## src/rtl/fpr_pkg.sv

```systemverilog
`default_nettype none

package fpr_pkg;

   // Defaults for the top-level parameters
   localparam int FRAMES_DEF    = 8;
   localparam int PAGE_BITS_DEF = 16;

   // Fixed field widths
   localparam int PAGE_W = 16;   // page field on the request channel
   localparam int CFG_W  = 4;    // frames_in_use register
   localparam int SLOT_W = 3;    // slot field of the response
   localparam int CNT_W  = 32;   // hit and fault counters

   // Request and response bus widths (packed fields, padded to bytes)
   localparam int REQ_DATA_W = 16;
   localparam int RSP_DATA_W = 72;

   // Reset value of frames_in_use
   localparam logic [CFG_W-1:0] CFG_RESET = 4'd8;

   // Commands from the controller to the datapath
   typedef struct packed {
      logic load;     // capture request, run the frame compare
      logic commit;   // apply replacement, update counters, load response
   } fpr_cmd_type;

   // Status from the datapath to the controller
   typedef struct packed {
      logic rsp_free; // response register empty or being drained this cycle
   } fpr_sts_type;

endpackage

`default_nettype wire

```

## src/rtl/fpr_ctrl.sv

```systemverilog
`default_nettype none

module fpr_ctrl (
   input  wire logic                clock,
   input  wire logic                reset,
   input  wire logic                req_tvalid,
   output logic                     req_tready,
   input  wire fpr_pkg::fpr_sts_type sts,
   output fpr_pkg::fpr_cmd_type     cmd
);
   import fpr_pkg::*;

   typedef enum logic [1:0] {
      ST_IDLE   = 2'b01,
      ST_UPDATE = 2'b10
   } state_type;

   state_type state_ff;
   state_type state_in;

   // Next state and commands
   always_comb begin
      state_in   = state_ff;
      req_tready = 1'b0;
      cmd        = '0;
      unique case (state_ff)
         ST_IDLE: begin
            req_tready = 1'b1;
            if (req_tvalid) begin
               cmd.load = 1'b1;
               state_in = ST_UPDATE;
            end
         end
         ST_UPDATE: begin
            // wait here while the previous response is still held
            if (sts.rsp_free) begin
               cmd.commit = 1'b1;
               state_in   = ST_IDLE;
            end
         end
         default: begin
            state_in = ST_IDLE;
         end
      endcase
   end

   // State register
   always_ff @(posedge clock) begin
      if (reset) begin
         state_ff <= ST_IDLE;
      end else begin
         state_ff <= state_in;
      end
   end

endmodule

`default_nettype wire

```

## src/rtl/fpr_dp.sv

```systemverilog
`default_nettype none

module fpr_dp #(
   parameter int FRAMES    = fpr_pkg::FRAMES_DEF,
   parameter int PAGE_BITS = fpr_pkg::PAGE_BITS_DEF
) (
   input  wire logic                          clock,
   input  wire logic                          reset,
   input  wire logic [fpr_pkg::REQ_DATA_W-1:0] req_tdata,
   input  wire logic                          csr_we,
   input  wire logic [fpr_pkg::CFG_W-1:0]      csr_wdata,
   input  wire fpr_pkg::fpr_cmd_type          cmd,
   output fpr_pkg::fpr_sts_type               sts,
   output logic                               rsp_tvalid,
   input  wire logic                          rsp_tready,
   output logic [fpr_pkg::RSP_DATA_W-1:0]      rsp_tdata,
   output logic                               rsp_tuser
);
   import fpr_pkg::*;

   localparam int FIDX_W = (FRAMES > 1) ? $clog2(FRAMES) : 1;
   localparam int N_W    = $clog2(FRAMES + 1);
   localparam int CMP_W  = (N_W > CFG_W) ? N_W : CFG_W;
   localparam int PAD_W  = RSP_DATA_W - SLOT_W - 2 * CNT_W;

   // Frame storage
   logic [PAGE_BITS-1:0] frame_page_ff [FRAMES];
   logic [FRAMES-1:0]    frame_valid_ff;
   logic [FIDX_W-1:0]    ptr_ff;
   logic [CNT_W-1:0]     hits_ff;
   logic [CNT_W-1:0]     faults_ff;
   logic [CFG_W-1:0]     frames_cfg_ff;

   // Per-request registers
   logic [PAGE_BITS-1:0] page_ff;
   logic                 hit_ff;
   logic [FIDX_W-1:0]    slot_ff;

   // Response register
   logic                 rsp_valid_ff;
   logic                 rsp_hit_ff;
   logic [SLOT_W-1:0]    rsp_slot_ff;

   logic [PAGE_BITS+PAGE_W-1:0] page_wide;
   logic [PAGE_BITS-1:0]        page_in;
   logic [CMP_W-1:0]            cfg_ext;
   logic [CMP_W-1:0]            n_act;
   logic [FRAMES-1:0]           match;
   logic                        hit_in;
   logic [FIDX_W-1:0]           slot_in;
   logic [FIDX_W-1:0]           victim;
   logic [FIDX_W-1:0]           ptr_in;
   logic [FIDX_W+SLOT_W-1:0]    fin_wide;
   logic [FIDX_W-1:0]           fin_slot;

   // Page masked to PAGE_BITS
   assign page_wide = (PAGE_BITS + PAGE_W)'(req_tdata[PAGE_W-1:0]);
   assign page_in   = page_wide[PAGE_BITS-1:0];

   // Active frame count, clamped to 1..FRAMES
   assign cfg_ext = CMP_W'(frames_cfg_ff);
   always_comb begin
      if (frames_cfg_ff == '0) begin
         n_act = CMP_W'(1);
      end else if (cfg_ext > CMP_W'(FRAMES)) begin
         n_act = CMP_W'(FRAMES);
      end else begin
         n_act = cfg_ext;
      end
   end

   // Parallel compare against all active, valid frames
   always_comb begin
      for (int j = 0; j < FRAMES; j++) begin
         match[j] = frame_valid_ff[j] && (frame_page_ff[j] == page_in) &&
                    (CMP_W'(j) < n_act);
      end
   end

   // Lowest matching slot
   always_comb begin
      slot_in = '0;
      for (int j = FRAMES - 1; j >= 0; j--) begin
         if (match[j]) begin
            slot_in = FIDX_W'(j);
         end
      end
   end
   assign hit_in = |match;

   // Replacement victim and next pointer
   assign victim = (CMP_W'(ptr_ff) < n_act) ? ptr_ff : '0;
   assign ptr_in = ((CMP_W'(victim) + CMP_W'(1)) == n_act) ? '0 : victim + FIDX_W'(1);
   assign fin_slot = hit_ff ? slot_ff : victim;
   assign fin_wide = (FIDX_W + SLOT_W)'(fin_slot);

   assign sts.rsp_free = !rsp_valid_ff || rsp_tready;

   // Config register
   always_ff @(posedge clock) begin
      if (reset) begin
         frames_cfg_ff <= CFG_RESET;
      end else if (csr_we) begin
         frames_cfg_ff <= csr_wdata;
      end
   end

   // Capture request and compare result
   always_ff @(posedge clock) begin
      if (cmd.load) begin
         page_ff <= page_in;
         hit_ff  <= hit_in;
         slot_ff <= slot_in;
      end
   end

   // Frame pages (no reset; guarded by valid bits)
   always_ff @(posedge clock) begin
      if (cmd.commit && !hit_ff) begin
         frame_page_ff[victim] <= page_ff;
      end
   end

   // Valid bits, pointer and saturating counters
   always_ff @(posedge clock) begin
      if (reset) begin
         frame_valid_ff <= '0;
         ptr_ff         <= '0;
         hits_ff        <= '0;
         faults_ff      <= '0;
      end else if (cmd.commit) begin
         if (hit_ff) begin
            if (hits_ff != '1) begin
               hits_ff <= hits_ff + CNT_W'(1);
            end
         end else begin
            frame_valid_ff[victim] <= 1'b1;
            ptr_ff                 <= ptr_in;
            if (faults_ff != '1) begin
               faults_ff <= faults_ff + CNT_W'(1);
            end
         end
      end
   end

   // Response register
   always_ff @(posedge clock) begin
      if (reset) begin
         rsp_valid_ff <= 1'b0;
      end else if (cmd.commit) begin
         rsp_valid_ff <= 1'b1;
      end else if (rsp_tready) begin
         rsp_valid_ff <= 1'b0;
      end
   end

   always_ff @(posedge clock) begin
      if (cmd.commit) begin
         rsp_hit_ff  <= hit_ff;
         rsp_slot_ff <= fin_wide[SLOT_W-1:0];
      end
   end

   // Counters only move on commit, so they stay in step with the response
   assign rsp_tvalid = rsp_valid_ff;
   assign rsp_tuser  = rsp_hit_ff;
   assign rsp_tdata  = {PAD_W'(0), faults_ff, hits_ff, rsp_slot_ff};

endmodule

`default_nettype wire

```

## src/rtl/fifo_page_replacement_top.sv

```systemverilog
// FIFO page replacement unit.
// Request channel (req_*): one page number per request in req_tdata[15:0].
// The page is checked against the active frames; a hit reports the lowest
// matching slot, a miss writes the page into the slot under a round-robin
// pointer that wraps at the active frame count.
// Response channel (rsp_*): one response per request. rsp_tuser is the hit
// flag; rsp_tdata carries slot, running hit count and running fault count.
// csr_we/csr_wdata write frames_in_use (0 acts as 1, above FRAMES as FRAMES).
// Each request passes through the controller states idle and update. Idle
// accepts the request and runs the parallel frame compare; update writes the
// victim frame and pointer on a miss, updates counters and loads the response
// register. The next request is taken the cycle after the update.
// Stall: a response waits in its register while rsp_tready is low; the next
// request is still accepted and compared, and holds in its update cycle
// until the waiting response is taken.
// Reset: synchronous, active high; all frames empty, pointer and counts zero,
// frames_in_use set to 8, no response pending.
`default_nettype none

module fifo_page_replacement_top #(
   parameter int FRAMES    = fpr_pkg::FRAMES_DEF,
   parameter int PAGE_BITS = fpr_pkg::PAGE_BITS_DEF
) (
   input  wire logic                          clock,
   input  wire logic                          reset,
   input  wire logic                          req_tvalid,
   output logic                               req_tready,
   input  wire logic [fpr_pkg::REQ_DATA_W-1:0] req_tdata,  // [15:0] page
   output logic                               rsp_tvalid,
   input  wire logic                          rsp_tready,
   // [2:0] slot, [34:3] hit_count, [66:35] fault_count, [71:67] zero
   output logic [fpr_pkg::RSP_DATA_W-1:0]      rsp_tdata,
   output logic                               rsp_tuser,  // [0] hit
   input  wire logic                          csr_we,
   input  wire logic [fpr_pkg::CFG_W-1:0]      csr_wdata
);
   import fpr_pkg::*;

   fpr_cmd_type cmd;
   fpr_sts_type sts;

   fpr_ctrl u_ctrl (
      .clock      (clock),
      .reset      (reset),
      .req_tvalid (req_tvalid),
      .req_tready (req_tready),
      .sts        (sts),
      .cmd        (cmd)
   );

   fpr_dp #(
      .FRAMES    (FRAMES),
      .PAGE_BITS (PAGE_BITS)
   ) u_dp (
      .clock      (clock),
      .reset      (reset),
      .req_tdata  (req_tdata),
      .csr_we     (csr_we),
      .csr_wdata  (csr_wdata),
      .cmd        (cmd),
      .sts        (sts),
      .rsp_tvalid (rsp_tvalid),
      .rsp_tready (rsp_tready),
      .rsp_tdata  (rsp_tdata),
      .rsp_tuser  (rsp_tuser)
   );

endmodule

`default_nettype wire

```

## config.mk

```make
export PLATFORM = sky130hd
export DESIGN_NAME = fifo_page_replacement_top
export DESIGN_NICKNAME = d
export VERILOG_FILES = /design/src/rtl/fpr_pkg.sv /design/src/rtl/fpr_ctrl.sv /design/src/rtl/fpr_dp.sv /design/src/rtl/fifo_page_replacement_top.sv
export SDC_FILE = /design/constraint.sdc
export NUM_CORES = 1
export LEC_CHECK = 0
export CORE_MARGIN = 2
export CORE_UTILIZATION = 33
export DETAILED_ROUTE_END_ITERATION = 8
export DONT_BUFFER_PORTS = 1
export HOLD_SLACK_MARGIN = 0.1
export PLACE_DENSITY_LB_ADDON = 0.05
export SLEW_MARGIN = 10
export SYNTH_ARGS = -nofsm -noshare
export SYNTH_HDL_FRONTEND = slang
export SYNTH_SLANG_ARGS = --single-unit
export TNS_END_PERCENT = 100
```

## constraint.sdc

```tcl
create_clock -name clock -period 3.9 [get_ports clock]
set_clock_uncertainty 0.1 [all_clocks]
set_input_delay 0.78 -clock clock [delete_from_list [all_inputs] [get_ports clock]]
set_output_delay 0.78 -clock clock [all_outputs]
set_load 0.01 [all_outputs]
```

# == After elaboration in Yosys (flattened, before gate mapping) ==
# Memory sizes are Yosys's and may differ from the RTL's.
# Cells that the tools add are included.
# totals
reg_bits,106
latchBits,0
ram_bits,128
romBits,0
input_bits,25
output_inout_bits,75
wordCells,104
mem_count,1
# mem_list
name,depth,word_bits,read_ports,rd_ports_with_merged_regs,write_ports,line,source
u_dp.frame_page_ff,8,16,8,0,1,fpr_dp.sv:27,logic [PAGE_BITS-1:0] frame_page_ff [FRAMES];
# op_classes
n_addsub,4
n_mul,0
div_mod_pow,0
n_lt_le_gt_ge,12
n_eq_ne,15
n_shift,0
muxes,26
bitwise,2
n_reduce_logical,30
# op_table
cell,n
16-bit == test,8
32-bit by 1-bit adder with 32-bit output (second input constant),2
32-bit inequality test (second input constant),2
3-bit 2-to-1 mux,7
1-bit logical AND,18
3-bit by 4-bit less-than comparator with 1-bit output (first input constant),4
1-bit 2-to-1 mux,11
1-bit by 4-bit less-than comparator with 1-bit output (first input constant),2
2-bit by 4-bit less-than comparator with 1-bit output (first input constant),2
2-bit 2-to-1 mux,4
4-bit 2-to-1 mux,2
8-bit bitwise OR,1
8-bit OR reduction,1
3-bit AND reduction,2
3-bit by 1-bit adder with 4-bit output (second input constant),1
4-bit == test,1
4-bit greater-than comparator (second input constant),1
4-bit zero test,1
3-bit by 4-bit less-than comparator with 1-bit output,1
3-bit by 4-bit less-than comparator with 1-bit output (second input constant),1
2-bit inequality test (second input constant),2
2-bit one-hot mux with 2 select lines,1
2-bit AND reduction,2
4-bit OR reduction,1
other kinds (10),11

# == Longest topological paths before layout ==
# logic_depth
ltp_word,12
ltp_mapped,14
ltp_nobuf,13

# == Hierarchy ==
# From an unflattened synthesis, not the netlist that was laid out.
# unflattened
hier_cells,843
hier_area_um2,10059.6
# by_module_without_submodules
module,n_inst,cells_each,area_each_um2,seq_area_each_um2
fpr_dp,1,834,9964.6,6165.9
fpr_ctrl,1,9,95.1,40.0

# == Least setup slack after synthesis ==
# No wires, ideal clock.
# synth_timing
path_kind,register -> register
start,"register u_dp.frames_cfg_ff[2], in the netlist u_dp.cfg_ext[2]"
end,memory u_dp.frame_page_ff[4][0] (netlist name) (enable)
setup_time_ns,0.412
arrival_ns,2.884
t_required_ns,3.388
path_slack_ns,0.505
path_stages_with_launch,9
n_path_buf,0
period_less_slack_ns,3.395
path_cell_list,dfxtp_1 > nor2b_1 > inv_1 > ha_1 > nor2_1 > or3_1 > nand2_1 > nand2_1 > nor3_1
# synth_via
elab_chain_cells,5
elab_cells_between_ends,6
classes_between,2 x order compare; 3 x mux; 1 x reduce/logical
# synth_lines
element,line,source
start: declaration,fpr_dp.sv:32,logic [CFG_W-1:0] frames_cfg_ff;
start signal: assignment,fpr_dp.sv:104,frames_cfg_ff <= csr_wdata;
4-bit greater-than comparator,fpr_dp.sv:65,end else if (cfg_ext > CMP_W'(FRAMES)) begin
4-bit 2-to-1 mux,fpr_dp.sv:65,
4-bit 2-to-1 mux (*),fpr_dp.sv:63,if (frames_cfg_ff == '0) begin
3-bit by 4-bit less-than comparator with 1-bit output (*),fpr_dp.sv:92,assign victim = (CMP_W'(ptr_ff) < n_act) ? ptr_ff : '0;
3-bit 2-to-1 mux (*),fpr_dp.sv:92,
end: declaration,fpr_dp.sv:27,
# Mark *: on every way between the ends. The rest lies on a longest branch, timed or not.

# == Final worst setup path ==
# layout_timing
start,"register u_dp.frames_cfg_ff[2], in the netlist u_dp.cfg_ext[2]"
end,register u_dp.ptr_ff[2]
# layout_via
elab_chain_cells,8
elab_cells_between_ends,10
classes_between,2 x add/sub; 2 x order compare; 1 x eq/ne; 4 x mux; 1 x reduce/logical
# layout_lines
element,line,source
4-bit greater-than comparator,fpr_dp.sv:65,
4-bit 2-to-1 mux,fpr_dp.sv:65,
4-bit 2-to-1 mux (*),fpr_dp.sv:63,
3-bit by 4-bit less-than comparator with 1-bit output,fpr_dp.sv:92,
3-bit 2-to-1 mux,fpr_dp.sv:92,
3-bit by 1-bit adder with 4-bit output,fpr_dp.sv:93,assign ptr_in = ((CMP_W'(victim) + CMP_W'(1)) == n_act) ? '0 : victim + FIDX_W'(1);
4-bit == test,fpr_dp.sv:93,
3-bit 2-to-1 mux (*),fpr_dp.sv:93,
end signal: assignment,fpr_dp.sv:138,ptr_ff <= ptr_in;
end: declaration,fpr_dp.sv:29,logic [FIDX_W-1:0] ptr_ff;
# Marked as above.
# A chain may end at the register's enable or synchronous reset.

==> impl_metrics.env <==
export IMPL_outcome="finished clean"
export IMPL_placementRows=64
export IMPL_synth_top_cell_area_share_pct=44.9
export IMPL_max_freq_ghz=0.283
export IMPL_initial_util_pct=33.3
export IMPL_crit_path_max_fanout=7
export IMPL_synth_yosys_seq_area_share_pct=61.0
export IMPL_power_switching_w=0.00110
export IMPL_logic_depth_of_the_worst_register_to_register_path=13
export IMPL_start_point_of_the_worst_min_delay_path="reset"
export IMPL_instance_count_of_the_mapped_netlist=829
export IMPL_worstPathCellList="nor2b_1, inv_1, ha_1, nor2_1, or3_1, a21oi_2, nand2b_1, inv_1, ha_1, xor2_1, xnor2_1, a2111oi_2, o32ai_1"
export IMPL_finalPower_w=0.00520
export IMPL_logic_gate_share_of_total_power_pct=2.4
export IMPL_drcViolationCount=0
export IMPL_cts_htree_levels=1
export IMPL_synth_area_top_cells="edfxtp_1 45%, dfxtp_1 16%, xnor2_1 8.5%"
export IMPL_seq_power_share_pct=51.9
export IMPL_post_route_cells_drive_above_1_share_pct=9.18
export IMPL_ys_ff_latch=234
export IMPL_commonest_cells_after_routing_fill_and_taps_aside="152 x edfxtp_1, 99 x xnor2_1, 90 x nor2_1, 84 x xor2_1, 82 x dfxtp_1"
export IMPL_cap_violations=0
export IMPL_grt_overflow_total=0
export IMPL_clkSinkCount=234
export IMPL_cts_hold_buf=0
export IMPL_critical_path_s_slowest_cell="dfxtp_1"
export IMPL_vdd_ir_drop_max_mv=0.325
export IMPL_yosys_area_top_type="edfxtp_1"
export IMPL_vias=6160
export IMPL_tightest_slew_ns=0.740
export IMPL_detail_route_iter0_violations=304
export IMPL_power_per_cell_area_mw_per_mm2=455
export IMPL_cts_path_max_buffers=3
export IMPL_number_of_clock_buffers_inserted_by_tritoncts=28
export IMPL_nets=870
export IMPL_area_growth_pct=12.3
export IMPL_crit_type="reg2reg"
export IMPL_end_kind="flip-flop"
export IMPL_synth_compound_gate_area_share_pct=3.26
export IMPL_setup_violations_final=0
export IMPL_reg2reg_to="u_dp.ptr_ff[2]"
export IMPL_worst_slew_margin_rel_pct=50.2
export IMPL_power_clock_fraction_pct=45.7
export IMPL_avgViaCountPerCell=4.90
export IMPL_syn_mean_instance_area_um2=12.3
export IMPL_yosys_area_share_xor_xnor_pct=15.8
export IMPL_multiplexer_share_of_the_synthesized_area_pct=0.504
export IMPL_syn_area_mm2=0.0102
export IMPL_routed_wl_um=25600
export IMPL_rsz0062_at_grt="no"
export IMPL_fp_dieW_um=180
export IMPL_hold_path_end="u_dp.hits_ff[31]"
export IMPL_holdPathStages=1
export IMPL_synth_distinct_cells=62
export IMPL_min_delay_path_class="in2reg"
export IMPL_crit_required_ns=4.20
export IMPL_grt_pass1_wl_um=39400
export IMPL_synth_top_family_by_area="simple AND/OR/NAND/NOR gates"
export IMPL_layout_cells_most_common="edfxtp_1"
export IMPL_buffer_ports_inserted=0
export IMPL_synthSimpleGateAreaFrac_pct=16.4
export IMPL_area_of_the_die_mm2=0.0322
export IMPL_grt_max_degree=86
export IMPL_min_period_over_period_pct=90.8
export IMPL_critical_path_reg2reg_startpoint="u_dp.cfg_ext[2]"
export IMPL_coreArea_mm2=0.0305
export IMPL_average_wire_length_per_cell_after_detail_routing_um=20.4
export IMPL_critPathMaxStageDelay_ns=0.45
export IMPL_yosysWarningCount=0
export IMPL_dpl_hpwl_um=17300
export IMPL_ant_nets=0
export IMPL_cts_tree="yes"
export IMPL_finalHoldViolCount=0
export IMPL_drt_pre_antenna_iters=4
export IMPL_antenna_found_initial=0
export IMPL_p_int_w=0.00410
export IMPL_timing_reg2reg_setup_slack_ns=0.36
export IMPL_vias_in_the_first_global_route=6447
export IMPL_clockRootBuffer="clkbuf_16"
export IMPL_standby_leakage_power_nw=3.65
export IMPL_gp_congestion=0.789
export IMPL_path_clk_slew_ns=0.06
export IMPL_post_cts_resized_instances=0
export IMPL_globalRouteTotalUtil_pct=15.8
export IMPL_clk_latency_ns=0.54
export IMPL_antenna_cells_inserted=0
export IMPL_synth_edf_count=152
export IMPL_fin_setup_tns_ns=0
export IMPL_die_h_um=180
export IMPL_swShare_pct=21.1
export IMPL_worstSetupStartpointType="flip-flop"
export IMPL_crit_arrival_ns=3.83
export IMPL_final_max_slew_violation_count=0
export IMPL_io_pins=100
export IMPL_post_cts_repair_setup_buffers=0
export IMPL_post_synthesis_share_of_cell_area_spent_on_full_adders_half_adders_and_majority_gates_pct=0.615
export IMPL_ys_async_sr_fraction_pct=0
export IMPL_synth_ff_type="edfxtp_1"
export IMPL_period_minus_slack_ns=3.54
layer usage:
metal  wire length (µm)  global-route usage (%)  part of all wire (%)  vias up
li1                   -                       -                     -     2965
met1              11500                    20.1                    45     3008
met2              12200                    27.1                    48      145
met3               1320                    3.79                   5.1       42
met4                605                    4.10                   2.4        0
met5                  0                       0                     0        -
power by group through the flow:
stage | Clock [W] | Sequential, W | Combinational (W)
after floorplan | 0 | 0.00273 | 0.000139
after global placement | 0 | 0.00275 | 0.000127
after detailed placement | 0 | 0.00275 | 0.000127
after CTS | 0.00245 | 0.00270 | 0.000128
after global routing | 0.00257 | 0.00270 | 0.000136
final | 0.00238 | 0.00270 | 0.000124
metrics by stage:
stage	hold slack (ns)	cell area (µm²)	cells	setup WS, ns	utilization [%]
after floorplan	0.340	10200	833	0.505	-
final	0.214	11400	1257	0.361	37.4
after detailed placement	0.364	10600	1206	0.376	34.7
after global placement	0.353	10600	1206	0.545	34.7
after CTS	0.185	11400	1257	0.360	37.4
after global routing	0.183	11400	1257	0.155	37.4
flip-flops by register name, summed over array words and instances (netlist names), 2 cells and up:
signal,count
u_dp.rsp_slot_ff,3
u_dp.faults_ff,32
u_dp.page_ff,16
u_dp.frame_valid_ff,8
u_dp.ptr_ff,3
u_dp.hits_ff,32
u_dp.slot_ff,3
u_ctrl.state_ff,2
u_dp.frame_page_ff,128
u_dp.cfg_ext,4
area by class of cell:
cell class                 count  area [µm²]
tap                          396         495
sequential                   234        6210
clock buffer                  37         734
multi-input combinational    552        3760
fill                        2942       19100
clock inverter                14        96.3
timing repair buffer          11        82.6
inverter                      13        48.8
how the worst max path moves through the flow:
| stage | from | slack (ns) | endpoint |
|---|---|---|---|
| floorplan | u_dp.cfg_ext[2] | 0.50 | u_dp.frame_page_ff[4][0] |
| global placement | u_dp.cfg_ext[2] | 0.55 | u_dp.ptr_ff[1] |
| detailed placement | u_dp.cfg_ext[2] | 0.38 | u_dp.ptr_ff[2] |
| CTS | u_dp.cfg_ext[2] | 0.36 | u_dp.ptr_ff[2] |
| global route | u_dp.cfg_ext[2] | 0.16 | u_dp.ptr_ff[1] |
| finish | u_dp.cfg_ext[2] | 0.36 | u_dp.ptr_ff[2] |
cell families (layout without fill, tap and decap cells):
logic type	count (synthesis)	in the layout
AOI/OAI and AO/OA	50	50
and+or+nand+nor	304	304
other	1	5
buffers and inverters	47	75
DFF	234	234
adders and majority gates	5	5
muxes	5	5
xor gates and xnor gates	183	183
synthesized netlist by cell type, types with 2 or more instances:
| cell type | n |
|---|---|
| nand2_1 | 35 |
| a2111oi_0 | 2 |
| nand2b_1 | 4 |
| nor4_1 | 19 |
| and3_1 | 9 |
| nor3_2 | 6 |
| or3_4 | 3 |
| edfxtp_1 | 152 |
| ha_1 | 5 |
| nor2b_1 | 5 |
| buf_6 | 4 |
| or2_2 | 3 |
| clkbuf_1 | 8 |
| nand4_2 | 2 |
| nand4_1 | 35 |
| xnor2_1 | 99 |
| a21oi_1 | 16 |
| a2111oi_2 | 2 |
| inv_1 | 13 |
| nand3b_1 | 3 |
| buf_4 | 5 |
| o21bai_1 | 2 |
| nor2_1 | 90 |
| buf_2 | 17 |
| o32ai_1 | 2 |
| dfxtp_1 | 82 |
| nor3_1 | 24 |
| mux2i_1 | 4 |
| xor2_1 | 84 |
| or3_1 | 10 |
| and2_1 | 5 |
| nand3_1 | 27 |
| o21ai_0 | 14 |
| and4_1 | 8 |
| or4_1 | 3 |
critical path, delay by kind of cell (launching register included):
family | cells | cell delay [ns]
DFF | 1 | 0.45
buffers and inverters | 2 | 0.18
adders and majority gates | 2 | 0.53
xor gates and xnor gates | 2 | 0.34
and+or+nand+nor | 4 | 1.02
AOI/OAI and AO/OA | 3 | 0.79
No activity file was read; power rests on OpenSTA's default activity.
